<file path="src/hdl/rc5_pulse_width_decoder_defines.svh">
// Assertion macros shared by the RC-5 pulse-width decoder RTL.
// Every macro samples on clk and is disabled while rst_n is low.
// Defining ASSERT_OFF turns every macro into an empty line.
`ifndef RC5_PULSE_WIDTH_DECODER_DEFINES_SVH
`define RC5_PULSE_WIDTH_DECODER_DEFINES_SVH

`ifndef ASSERT_OFF

// The condition holds at every clock edge outside reset.
`define RC5PWD_ASSERT_ALWAYS(label, cond) \
    label: assert property (@(posedge clk) disable iff (!rst_n) (cond)) \
        else $error("rc5pwd: invariant violated");

// The consequent holds in the same cycle as the antecedent.
`define RC5PWD_ASSERT_IMPLIES(label, ante, cons) \
    label: assert property (@(posedge clk) disable iff (!rst_n) (ante) |-> (cons)) \
        else $error("rc5pwd: same-cycle implication violated");

// The consequent holds in the cycle after the antecedent.
`define RC5PWD_ASSERT_NEXT(label, ante, cons) \
    label: assert property (@(posedge clk) disable iff (!rst_n) (ante) |=> (cons)) \
        else $error("rc5pwd: next-cycle implication violated");

`else

`define RC5PWD_ASSERT_ALWAYS(label, cond)
`define RC5PWD_ASSERT_IMPLIES(label, ante, cons)
`define RC5PWD_ASSERT_NEXT(label, ante, cons)

`endif

`endif

</file>
<file path="src/hdl/rc5pwd_pkg.sv">
// Package of the RC-5 pulse-width decoder: widths, register codes, reset
// values and the item and control structs. It depends on nothing else.

package rc5pwd_pkg;

    // Widths of time values, input fields and configuration words.
    localparam int TIME_WIDTH = 16;
    localparam int DURATION_W = 16;
    localparam int CFG_W      = 16;
    localparam int CMP_W      = (TIME_WIDTH > CFG_W) ? TIME_WIDTH : CFG_W;

    // Half-bit store and frame layout.
    localparam int HALF_BIT_MAX = 28;
    localparam int HB_W         = HALF_BIT_MAX;
    localparam int HB_CNT_W     = 5;
    localparam int FRAME_BITS   = 13;
    localparam int ADDR_W       = 5;
    localparam int CMD_W        = 6;
    localparam logic [HB_CNT_W-1:0] HB_COUNT_SHORT = HB_CNT_W'(26);
    localparam logic [HB_CNT_W-1:0] HB_COUNT_LONG  = HB_CNT_W'(27);

    typedef logic [TIME_WIDTH-1:0] time_t;
    typedef logic [CFG_W-1:0]      cfg_word_t;

    localparam time_t TIME_MAX = '1;

    // Configuration register indexes.
    localparam int CFG_IDX_W = 3;
    localparam logic [CFG_IDX_W-1:0] CFG_NOISE_MIN   = 3'd0;
    localparam logic [CFG_IDX_W-1:0] CFG_SINGLE_LOW  = 3'd1;
    localparam logic [CFG_IDX_W-1:0] CFG_SINGLE_HIGH = 3'd2;
    localparam logic [CFG_IDX_W-1:0] CFG_DOUBLE_LOW  = 3'd3;
    localparam logic [CFG_IDX_W-1:0] CFG_DOUBLE_HIGH = 3'd4;
    localparam logic [CFG_IDX_W-1:0] CFG_INVERT      = 3'd5;

    // Register values after reset.
    localparam cfg_word_t RST_NOISE_MIN   = 16'd750;
    localparam cfg_word_t RST_SINGLE_LOW  = 16'd800;
    localparam cfg_word_t RST_SINGLE_HIGH = 16'd1000;
    localparam cfg_word_t RST_DOUBLE_LOW  = 16'd1600;
    localparam cfg_word_t RST_DOUBLE_HIGH = 16'd2000;
    localparam logic      RST_INVERT      = 1'b0;

    // Number of half-bits that one classified segment yields.
    localparam logic [1:0] PUSH_NONE = 2'd0;
    localparam logic [1:0] PUSH_ONE  = 2'd1;
    localparam logic [1:0] PUSH_TWO  = 2'd2;

    typedef struct packed {
        cfg_word_t noise_min_us;
        cfg_word_t single_low_us;
        cfg_word_t single_high_us;
        cfg_word_t double_low_us;
        cfg_word_t double_high_us;
        logic      invert_level;
    } cfg_t;

    typedef struct packed {
        logic                  level;
        logic [DURATION_W-1:0] duration_us;
        logic                  frame_end;
    } seg_item_t;

    typedef struct packed {
        logic              frame_valid;
        logic              toggle_bit;
        logic [ADDR_W-1:0] address;
        logic [CMD_W-1:0]  command;
    } res_item_t;

    // Merged segment that still waits for classification.
    typedef struct packed {
        logic  valid;
        logic  level;
        time_t length;
    } pend_t;

    // Half-bits produced by classifying the pending segment.
    typedef struct packed {
        logic [1:0] count;
        logic       value;
    } push_t;

endpackage

</file>
<file path="src/hdl/rc5pwd_classify.sv">
// Window classifier of the RC-5 pulse-width decoder: turns the pending
// segment into zero, one or two half-bits. Depends on rc5pwd_pkg.

module rc5pwd_classify (
    input  rc5pwd_pkg::cfg_t  cfg,
    input  rc5pwd_pkg::pend_t pend,
    output rc5pwd_pkg::push_t push
);
    import rc5pwd_pkg::*;

    logic [CMP_W-1:0] len;
    logic             in_single;
    logic             in_double;

    // Both windows are open at either end.
    assign len       = CMP_W'(pend.length);
    assign in_single = (len > CMP_W'(cfg.single_low_us)) && (len < CMP_W'(cfg.single_high_us));
    assign in_double = (len > CMP_W'(cfg.double_low_us)) && (len < CMP_W'(cfg.double_high_us));

    // The single window takes priority when the windows overlap.
    always_comb
    begin
        push.value = pend.level ^ cfg.invert_level;
        if (!pend.valid)
        begin
            push.count = PUSH_NONE;
        end
        else if (in_single)
        begin
            push.count = PUSH_ONE;
        end
        else if (in_double)
        begin
            push.count = PUSH_TWO;
        end
        else
        begin
            push.count = PUSH_NONE;
        end
    end

endmodule

</file>
<file path="src/hdl/rc5_pulse_width_decoder.sv">
// Top level of the RC-5 pulse-width decoder: input register, segment and
// half-bit state, frame unpacking and result register.
// Depends on rc5pwd_pkg, rc5pwd_classify and the assertion macro header.
//
//  Channel   Handshake               Payload
//  --------  ----------------------  ---------------------------------------
//  segment   seg_valid / seg_stall   seg_item: level, duration_us, frame_end
//  result    res_valid / res_stall   res_item: frame_valid, toggle_bit, ...
//  config    cfg_valid / cfg_ready   cfg_index, cfg_data
//
// One item per clock cycle while seg_stall is low; the input register takes an
// item, and the frame state and result register are written when it retires.
// An end-of-frame item waits in the input register only while the result
// register is full and stalled; segment items never wait.
// Reset restores the register defaults and clears all frame state; there is
// no clearing pass. Configuration writes are always ready.

`include "rc5_pulse_width_decoder_defines.svh"

module rc5_pulse_width_decoder (
    input  logic                                       clk,
    input  logic                                       rst_n,
    input  logic                                       seg_valid,
    output logic                                       seg_stall,
    input  rc5pwd_pkg::seg_item_t                      seg_item,
    output logic                                       res_valid,
    input  logic                                       res_stall,
    output rc5pwd_pkg::res_item_t                      res_item,
    input  logic                                       cfg_valid,
    output logic                                       cfg_ready,
    input  logic [rc5pwd_pkg::CFG_IDX_W-1:0]           cfg_index,
    input  logic [rc5pwd_pkg::CFG_W-1:0]               cfg_data
);
    import rc5pwd_pkg::*;

    // Saturating sum of two time values.
    function automatic time_t sat_add(time_t a, time_t b);
        logic [TIME_WIDTH:0] sum;
        sum = {1'b0, a} + {1'b0, b};
        return sum[TIME_WIDTH] ? TIME_MAX : sum[TIME_WIDTH-1:0];
    endfunction

    // Brings a duration to the time width, saturating if it does not fit.
    function automatic time_t fit_dur(logic [DURATION_W-1:0] d);
        logic [DURATION_W+TIME_WIDTH-1:0] wide;
        wide = (DURATION_W + TIME_WIDTH)'(d);
        return (wide > (DURATION_W + TIME_WIDTH)'(TIME_MAX)) ? TIME_MAX : time_t'(wide);
    endfunction

    cfg_t                  cfg_reg;
    seg_item_t             seg_reg;
    logic                  seg_vld_reg;
    res_item_t             res_reg;
    res_item_t             res_next;
    logic                  res_vld_reg;
    time_t                 noise_reg;
    time_t                 noise_next;
    pend_t                 pend_reg;
    pend_t                 pend_next;
    logic [HB_W-1:0]       half_bits_reg;
    logic [HB_W-1:0]       half_bits_next;
    logic [HB_CNT_W-1:0]   half_cnt_reg;
    logic [HB_CNT_W-1:0]   half_cnt_next;

    logic                  advance;
    push_t                 push;
    time_t                 dur;
    time_t                 noise_total;
    time_t                 pend_total;
    logic                  is_noise;
    logic [HB_W-1:0]       hb_push;
    logic [HB_CNT_W-1:0]   cnt_push;
    logic [FRAME_BITS-1:0] frame_bits;
    logic                  frame_ok;
    logic                  frame_idle;

    // Configuration registers; writes are taken in any cycle.
    assign cfg_ready = 1'b1;

    always_ff @(posedge clk or negedge rst_n)
    begin
        if (!rst_n)
        begin
            cfg_reg.noise_min_us   <= RST_NOISE_MIN;
            cfg_reg.single_low_us  <= RST_SINGLE_LOW;
            cfg_reg.single_high_us <= RST_SINGLE_HIGH;
            cfg_reg.double_low_us  <= RST_DOUBLE_LOW;
            cfg_reg.double_high_us <= RST_DOUBLE_HIGH;
            cfg_reg.invert_level   <= RST_INVERT;
        end
        else if (cfg_valid && cfg_ready)
        begin
            case (cfg_index)
                CFG_NOISE_MIN:   cfg_reg.noise_min_us   <= cfg_data;
                CFG_SINGLE_LOW:  cfg_reg.single_low_us  <= cfg_data;
                CFG_SINGLE_HIGH: cfg_reg.single_high_us <= cfg_data;
                CFG_DOUBLE_LOW:  cfg_reg.double_low_us  <= cfg_data;
                CFG_DOUBLE_HIGH: cfg_reg.double_high_us <= cfg_data;
                CFG_INVERT:      cfg_reg.invert_level   <= cfg_data[0];
                default:         ;
            endcase
        end
    end

    // The held item retires unless it ends a frame and the result slot is blocked.
    assign advance   = seg_vld_reg && (!seg_reg.frame_end || !res_vld_reg || !res_stall);
    assign seg_stall = seg_vld_reg && !advance;

    // Input register.
    always_ff @(posedge clk or negedge rst_n)
    begin
        if (!rst_n)
        begin
            seg_vld_reg <= 1'b0;
        end
        else if (seg_valid && !seg_stall)
        begin
            seg_vld_reg <= 1'b1;
        end
        else if (advance)
        begin
            seg_vld_reg <= 1'b0;
        end
    end

    always_ff @(posedge clk)
    begin
        if (seg_valid && !seg_stall)
        begin
            seg_reg <= seg_item;
        end
    end

    // Classification of the pending segment.
    rc5pwd_classify u_classify (
        .cfg  (cfg_reg),
        .pend (pend_reg),
        .push (push)
    );

    // Appends the classified half-bits, dropping any beyond the store size.
    always_comb
    begin
        hb_push  = half_bits_reg;
        cnt_push = half_cnt_reg;
        for (int k = 0; k < 2; k++)
        begin
            if ((2'(k) < push.count) && (cnt_push < HB_CNT_W'(HALF_BIT_MAX)))
            begin
                hb_push  = hb_push | (HB_W'(push.value) << cnt_push);
                cnt_push = cnt_push + HB_CNT_W'(1);
            end
        end
    end

    // Frame unpacking: skip the first half-bit, take the first of each pair.
    always_comb
    begin
        for (int i = 0; i < FRAME_BITS; i++)
        begin
            frame_bits[FRAME_BITS-1-i] = hb_push[1 + 2 * i];
        end
        frame_ok = (cnt_push == HB_COUNT_SHORT) || (cnt_push == HB_COUNT_LONG);
        res_next.frame_valid = frame_ok;
        res_next.toggle_bit  = frame_ok & frame_bits[ADDR_W+CMD_W];
        res_next.address     = frame_ok ? frame_bits[ADDR_W+CMD_W-1:CMD_W] : '0;
        res_next.command     = frame_ok ? frame_bits[CMD_W-1:0] : '0;
    end

    // Segment merging and next frame state.
    assign dur         = fit_dur(seg_reg.duration_us);
    assign noise_total = sat_add(noise_reg, dur);
    assign pend_total  = sat_add(pend_reg.length, noise_total);
    assign is_noise    = CMP_W'(dur) < CMP_W'(cfg_reg.noise_min_us);

    always_comb
    begin
        noise_next     = noise_reg;
        pend_next      = pend_reg;
        half_bits_next = half_bits_reg;
        half_cnt_next  = half_cnt_reg;
        if (advance)
        begin
            if (seg_reg.frame_end)
            begin
                noise_next     = '0;
                pend_next      = '0;
                half_bits_next = '0;
                half_cnt_next  = '0;
            end
            else if (is_noise)
            begin
                noise_next = noise_total;
            end
            else
            begin
                noise_next = '0;
                if (pend_reg.valid && (pend_reg.level == seg_reg.level))
                begin
                    pend_next.length = pend_total;
                end
                else
                begin
                    half_bits_next   = hb_push;
                    half_cnt_next    = cnt_push;
                    pend_next.valid  = 1'b1;
                    pend_next.level  = seg_reg.level;
                    pend_next.length = noise_total;
                end
            end
        end
    end

    always_ff @(posedge clk or negedge rst_n)
    begin
        if (!rst_n)
        begin
            noise_reg     <= '0;
            pend_reg      <= '0;
            half_bits_reg <= '0;
            half_cnt_reg  <= '0;
        end
        else
        begin
            noise_reg     <= noise_next;
            pend_reg      <= pend_next;
            half_bits_reg <= half_bits_next;
            half_cnt_reg  <= half_cnt_next;
        end
    end

    // Result register.
    always_ff @(posedge clk or negedge rst_n)
    begin
        if (!rst_n)
        begin
            res_vld_reg <= 1'b0;
        end
        else if (advance && seg_reg.frame_end)
        begin
            res_vld_reg <= 1'b1;
        end
        else if (res_vld_reg && !res_stall)
        begin
            res_vld_reg <= 1'b0;
        end
    end

    always_ff @(posedge clk)
    begin
        if (advance && seg_reg.frame_end)
        begin
            res_reg <= res_next;
        end
    end

    assign res_valid = res_vld_reg;
    assign res_item  = res_reg;

    // Frame state as it stands between frames.
    assign frame_idle = (half_cnt_reg == '0) && !pend_reg.valid && (noise_reg == '0);

    // The half-bit count never passes the store size.
    `RC5PWD_ASSERT_ALWAYS(a_count_bound, half_cnt_reg <= HB_CNT_W'(HALF_BIT_MAX))
    // Ending a frame loads a result and clears the frame state.
    `RC5PWD_ASSERT_NEXT(a_frame_clears, advance && seg_reg.frame_end, res_vld_reg && frame_idle)
    // Only an end-of-frame item facing a blocked result slot holds the input.
    `RC5PWD_ASSERT_IMPLIES(a_stall_cause, seg_stall, seg_vld_reg && seg_reg.frame_end && res_vld_reg && res_stall)

endmodule

</file>
<file path="config.mk">
export PLATFORM = sky130hd
export DESIGN_NAME = rc5_pulse_width_decoder
export DESIGN_NICKNAME = d
export VERILOG_FILES = /design/src/hdl/rc5pwd_pkg.sv /design/src/hdl/rc5pwd_classify.sv /design/src/hdl/rc5_pulse_width_decoder.sv
export VERILOG_INCLUDE_DIRS = /design/src /design/src/hdl
export SDC_FILE = /design/constraint.sdc
export NUM_CORES = 1
export LEC_CHECK = 0
export BUFFER_PORTS_ARGS = -buffer_cell sky130_fd_sc_hd__buf_2
export CAP_MARGIN = 20
export CORE_AREA = 2 2 135 137
export DETAILED_ROUTE_END_ITERATION = 16
export DIE_AREA = 0 0 137 139
export PLACE_DENSITY_LB_ADDON = 0.1
export REMOVE_ABC_BUFFERS = 1
export SETUP_SLACK_MARGIN = 0.02
export SLEW_MARGIN = 20
export SYNTH_ARGS = -nofsm -noshare
export SYNTH_HDL_FRONTEND = slang
export SYNTH_HIERARCHICAL = 1
export SYNTH_SLANG_ARGS = --single-unit
</file>
<file path="constraint.sdc">
create_clock -name clk -period 10.35 [get_ports clk]
set_clock_uncertainty 0.05 [all_clocks]
set_input_delay 0.5175 -clock clk [delete_from_list [all_inputs] [get_ports clk]]
set_output_delay 0.5175 -clock clk [all_outputs]
set_load 0.1 [all_outputs]
</file>
==> results.json, run 1 <==
{
  "max_slew_margin": 0.318,
  "yosysTopAreaCell": "dfrtp_1",
  "synth_seq_cells": 165,
  "fin_crit_sh": 0.491,
  "drive_gt1_frac": 0.216,
  "crit_path_start": "pend_reg[14]",
  "cts_resized": 0,
  "critPathRequiredTime_ps": 10450,
  "grt-ovfl-total": 0,
  "swShare": 0.411,
  "hold_ws_ps": 110,
  "reg2reg_depth": 14,
  "die_w_um": 137,
  "timing.rr.start": "pend_reg[14]",
  "rows": 49,
  "cp.arrival_ps": 5180,
  "cp-end-kind": "flip-flop",
  "power_density_nw_per_um2": 266,
  "synth_cells": 1006,
  "routedWlPerCell_um": 18.2,
  "pin_count": 58,
  "clockBufferDepth": 2,
  "hpwl_mm": 17.8,
  "numCtsBuffers": 17,
  "wirelength_mm": 23.6,
  "nFillCells": 1479,
  "worstMarginPinSlew_ps": 1020,
  "drtPass1Iterations": 5,
  "cts_tree": "built",
  "p_leak_nw": 5.33,
  "fmax_mhz": 197,
  "fin_util": 0.648,
  "seq_area_um2": 4320,
  "clk_latency_ps": 430,
  "maxCapViolCount": 0,
  "setup_viol": 0,
  "synthArstFlopShare": 0.812,
  "dieArea_um2": 19000,
  "intPower_mw": 1.80,
  "viasPerCell": 5.88,
  "die_y_um": 139,
  "hold_viol_final": 0,
  "crit_type": "flip-flop to flip-flop",
  "nets": 1214,
  "hold_buffers": 0,
  "pwr-share-seq": 0.307,
  "syn_area_um2": 10400,
  "antenna_found_initial": 0,
  "ir_drop_v": 0.000156,
  "clkPwrFrac": 0.203,
  "ys_types": 83,
  "grt_pass1_wl_mm": 39.1,
  "place_congestion": 0.937,
  "finalPower_mw": 3.05,
  "combPwrFrac": 0.490,
  "layout_min_cycle_time_ps": 5080,
  "path_max_fanout": 13,
  "worstSetupStartpointType": "flip-flop",
  "grt_pass1_vias": 7589,
  "start_util": 0.587,
  "drv_slew": 0,
  "ant_nets": 0,
  "clock-sinks": 165,
  "hold_class": "primary input to async pin",
  "drc_errors": 0,
  "io_buffers": 56,
  "synth_area_per_cell_um2": 10.3,
  "multi_input_area_um2": 5580,
  "root_buffer": "clkbuf_16",
  "synth_edf_count": 31,
  "yosys.area.top_type_share": 0.263,
  "ys_warn_count": 6,
  "vias": 7645,
  "largest_reg_flops": 81,
  "num_antenna_cells": 0,
  "clkTransAtPathRegs_ps": 70,
  "grt_max_degree": 87,
  "grt_util_all_layers": 0.264,
  "initialDrtViolationCount": 580,
  "synthTopCellsByArea": "dfrtp_1, ha_1, mux2_2, edfxtp_1, dfstp_2",
  "htreeDepth": 4,
  "area_growth_pct": 10.4,
  "core_area_um2": 17700,
  "ys_seq_area_frac": 0.417,
  "power_switching_mw": 1.25,
  "timing.setup.tns_ps": 0,
  "postCtsSetupBuffers": 0,
  "grt_setup_unrepaired": "false",
  "ys.flop_type": "dfrtp_1",
  "status": "finished, final reports clean"
}
[worst max-delay path, stage by stage (launching register included)]
cell and delay (ps):
dfrtp_1 480, ha_1 360, a21oi_1 170, nand2_1 90
a221o_1 340, a211oi_1 250, a211oi_2 100, a2111oi_2 610
or2_1 340, nand2_1 100, mux2i_1 680, or4_1 220
a21oi_1 70, o21bai_1 790, nor2_1 130
[final cells by class]
type                       instances  area share
tap                              229      0.0251
inverter                          94      0.0309
multi-input combinational        718       0.488
sequential                       165       0.377
clock inverter                    12      0.0101
clock buffer                      20      0.0399
timing repair buffer              62      0.0290
[layer usage]
metal | routed length [um] | share of wire | global-route usage
met3 | 711 | 0.030 | 0.0402
met1 | 11400 | 0.48 | 0.374
met5 | 0 | 0 | 0
met4 | 389 | 0.016 | 0.0678
met2 | 11100 | 0.47 | 0.426
[kinds of logic after synthesis]
family | after synthesis | share of synthesized area
AO/OA/AOI/OAI | 244 | 0.164
XOR/XNOR | 25 | 0.0211
adder cells (fa/ha/maj) | 114 | 0.139
buffers and inverters | 123 | 0.0468
flip-flops | 165 | 0.417
multiplexers | 86 | 0.0933
other | 1 | 0.000362
AND/OR/NAND/NOR | 248 | 0.118
[through the flow]
stage               area (um2)  std cells  setup WS (ps)
floorplan                10200        977           5990
global placement         10900       1268           5350
detailed placement       10900       1268           5300
CTS                      11400       1300           5290
global route             11400       1300           4830
finish                   11400       1300           5270
[Yosys cell counts (all sizes together), types with 4 or more instances]
cell / instances
xnor2: 12
nand4: 10
nor3: 18
nor2b: 6
nand3: 17
a2111oi: 5
a21oi: 51
ha: 112
a221o: 5
clkbuf: 18
edfxtp: 31
a31oi: 5
and3: 4
o21ai: 64
inv: 94
dfstp: 25
a22o: 20
buf: 10
nor4: 6
mux2: 84
a21o: 17
a221oi: 15
xor2: 13
dfrtp: 109
nor2: 72
nand2: 64
and2: 11
or2: 12
o21bai: 4
o21a: 13
a211oi: 15
nand2b: 14
[power by group through the flow]
stage,Combinational [mW],Clock [mW],Sequential [mW]
after floorplan,1.14,0,0.910
after global placement,1.44,0,0.939
after detailed placement,1.47,0,0.945
after CTS,1.48,0.631,0.934
after global routing,1.68,0.660,0.956
final,1.49,0.619,0.935
[cells in the final DEF, fill, tap and decap left out, drive strengths merged, types with 6 or more instances in the layout]
master	n
a221oi	15
nand2b	14
dfstp	25
edfxtp	31
or2	12
nor2b	6
a21o	17
nand3	17
o21a	13
and2	11
a211oi	15
xnor2	12
dfrtp	109
mux2	84
ha	112
nor4	6
clkbuf	20
nand2	64
nor3	18
xor2	13
a22o	20
a21oi	51
inv	101
nor2	72
buf	62
o21ai	64
nand4	10
[final timing paths]
kind                                      to  slack (ps)
max in group asynchronous        cfg_reg[80]        8970
setup reg to reg                 res_item[7]        5270
hold / removal                   cfg_reg[35]         110
setup / recovery                 res_item[7]        5270
hold reg to reg            half_bits_reg[23]         450
min in group clk                      dur[1]         210
Power figures use the tool's default switching activity.
==> inputs of run 2 (changes only) <==
--- a/config.mk
+++ b/config.mk
@@ -8,9 +8,9 @@
 export LEC_CHECK = 0
 export BUFFER_PORTS_ARGS = -buffer_cell sky130_fd_sc_hd__buf_2
 export CAP_MARGIN = 20
-export CORE_AREA = 2 2 135 137
+export CORE_AREA = 2 2 139 141
 export DETAILED_ROUTE_END_ITERATION = 16
-export DIE_AREA = 0 0 137 139
+export DIE_AREA = 0 0 141 143
 export PLACE_DENSITY_LB_ADDON = 0.1
 export REMOVE_ABC_BUFFERS = 1
 export SETUP_SLACK_MARGIN = 0.02
==> constraint.sdc (replaced) <==
create_clock -name clk -period 4.1 [get_ports clk]
set_clock_uncertainty 0.05 [all_clocks]
set_input_delay 0.205 -clock clk [delete_from_list [all_inputs] [get_ports clk]]
set_output_delay 0.205 -clock clk [all_outputs]
set_load 0.1 [all_outputs]
==> run 2 against run 1 <==
  * Clock-buffer cell count rose by 7
  * Largest power group unchanged
  * Via count up 12%
  * Register-to-register slack got worse by 5500 ps
  * Sequential share of layout area fell by 5.5 points
  * Critical endpoint is now half_bits_reg[3]
  * Critical path type unchanged
  * Combinational power rose to 3.6 times the previous value
  * Wire length rose by 14%
  * The run now ends with setup timing left
  * First-iteration DRC count is 1.0% lower
  * Die area up 5.9%
==> results.json, run 2 (same netlist as run 1, synthesis figures left out) <==
{
  "status": "complete, but fails checks",
  "violations": "setup timing",
  "reg2reg_depth": 15,
  "start_util": 0.557,
  "grt_setup_unrepaired": "true",
  "timing.setup.tns_ps": -1050,
  "cp-end-kind": "flip-flop",
  "placement.cell_area_um2": 11700,
  "layout_min_cycle_time_ps": 4290,
  "swShare": 0.393,
  "clock-sinks": 165,
  "setup_viol": 16,
  "instances_no_fill": 1462,
  "hpwl_mm": 18.7,
  "numCtsBuffers": 17,
  "rows": 50,
  "grt_max_degree": 108,
  "hold_end": "cfg_reg[68]",
  "clk_latency_ps": 430,
  "dp.cells": 1384,
  "cts_tree": "built",
  "clkTransAtPathRegs_ps": 60,
  "drc_errors": 0,
  "path_max_fanout": 6,
  "ant_nets": 0,
  "routedWlPerCell_um": 18.5,
  "num_antenna_cells": 0,
  "cp.arrival_ps": 4560,
  "grt-ovfl-total": 0,
  "nFillCells": 1358,
  "crit_type": "flip-flop to flip-flop",
  "dieArea_um2": 20200,
  "combPwrFrac": 0.581,
  "nets": 1371,
  "grt_pass1_vias": 8072,
  "hold_class": "primary input to flip-flop",
  "fin_crit_sh": 1.05,
  "setup_ws_ps": -194,
  "final_area_um2": 13400,
  "worstSetupStartpointType": "flip-flop",
  "intPower_mw": 5.67,
  "p_leak_nw": 6.19,
  "power_switching_mw": 3.68,
  "hold_viol_final": 0,
  "drive_gt1_frac": 0.362,
  "io_buffers": 56,
  "maxCapViolCount": 0,
  "die_w_um": 141,
  "antenna_found_initial": 0,
  "layout_common_cells": "buf_4, dfrtp_1, ha_1",
  "vias": 8526,
  "initialDrtViolationCount": 574,
  "timing.rr.start": "pend_reg[9]",
  "ir_drop_v": 0.000386,
  "wirelength_mm": 27.0,
  "critPathRequiredTime_ps": 4370,
  "drtPass1Iterations": 6,
  "place_congestion": 0.946,
  "holdPathStages": 3,
  "power_density_nw_per_um2": 698,
  "fmax_mhz": 233,
  "viasPerCell": 5.83,
  "area_growth_pct": 29.3,
  "pin_count": 58,
  "holdCritStartpoint": "cfg_data[3]",
  "max_slew_margin": 0.319,
  "die_y_um": 143,
  "drv_slew": 0,
  "clockBufferDepth": 2,
  "root_buffer": "clkbuf_16",
  "worstMarginPinSlew_ps": 1020,
  "clkPwrFrac": 0.170,
  "largest_reg_flops": 81,
  "pwr-share-seq": 0.250,
  "regToRegSetupSlack_ps": -190,
  "rr_endpoint": "half_bits_reg[3]",
  "htreeDepth": 4,
  "final_common_cell": "buf_4",
  "core_area_um2": 18600,
  "grt_util_all_layers": 0.263,
  "grt_pass1_wl_mm": 41.3
}
run 2: layout make-up:
type | count | area, um2 | share of cell area
multi-input combinational | 719 | 6210 | 0.464
sequential | 165 | 4320 | 0.323
timing repair buffer | 218 | 1630 | 0.121
clock buffer | 27 | 557 | 0.0416
inverter | 94 | 353 | 0.0263
tap | 234 | 293 | 0.0219
clock inverter | 5 | 32.5 | 0.00243
run 2: critical path: stages (launching register included):
cell       delay, ps
dfrtp_1          560
ha_1             320
a21oi_1          170
o21ai_0          190
nor4_2           370
nor3_1           140
a2111oi_4        390
nor2_2           130
nor4b_4          340
buf_4            210
xnor2_4           70
buf_4            170
and2_4           150
a221oi_1         490
nor2_1           110
mux2_2           310
run 2: how the worst max path moves through the flow:
| stage | startpoint | end | slack (ps) |
|---|---|---|---|
| 3_3_place_gp | dur[0] | pend_reg[15] | -130 |
| 4_1_cts | cfg_reg[54] | half_bits_reg[21] | -8 |
| 2_1_floorplan | dur[4] | pend_reg[3] | -260 |
| 3_5_place_dp | noise_reg[0] | pend_reg[15] | -230 |
| 5_1_grt | pend_reg[7] | half_bits_reg[3] | -320 |
| 6_report | pend_reg[9] | half_bits_reg[3] | -190 |
run 2: power by group through the flow:
stage / registers, mW / logic [mW] / clock network [mW]
after CTS: 2.32 / 4.74 / 1.61
after detailed placement: 2.35 / 4.52 / 0
after global placement: 2.33 / 4.46 / 0
after global routing: 2.38 / 5.97 / 1.67
after floorplan: 2.30 / 2.88 / 0
final: 2.33 / 5.43 / 1.59
run 2: routing by layer:
metal / wire length, um / share of wire / track usage / up-vias
met1: 12500 / 0.46 / 0.375 / 4114
met2: 12600 / 0.47 / 0.428 / 279
li1: - / - / - / 4074
met4: 627 / 0.023 / 0.0674 / 0
met5: 0 / 0 / 0 / -
met3: 1270 / 0.047 / 0.0366 / 59
run 2: timing repair:
| action | in CTS | in global routing |
|---|---|---|
| buffers inserted | 6 | 14 |
| endpoints found under the hold margin | 116 | 0 |
| pin swaps | 9 | 32 |
| gates resized for setup | 17 | 120 |
| hold buffers | 24 | 0 |
| endpoints found under the setup margin | 34 | 42 |
| cloned | 1 | 0 |
run 2: stage by stage:
stage          setup WS [ps]  power (mW)  hold WS, ps  utilization
3_3_place_gp            -130        6.79          331        0.630
2_1_floorplan           -256        5.17         -141            -
6_report                -194        9.35         9.13        0.721
4_1_cts                -7.57        8.67         2.30        0.682
3_5_place_dp            -233        6.86          333        0.630
5_1_grt                 -322        10.0         35.5        0.721
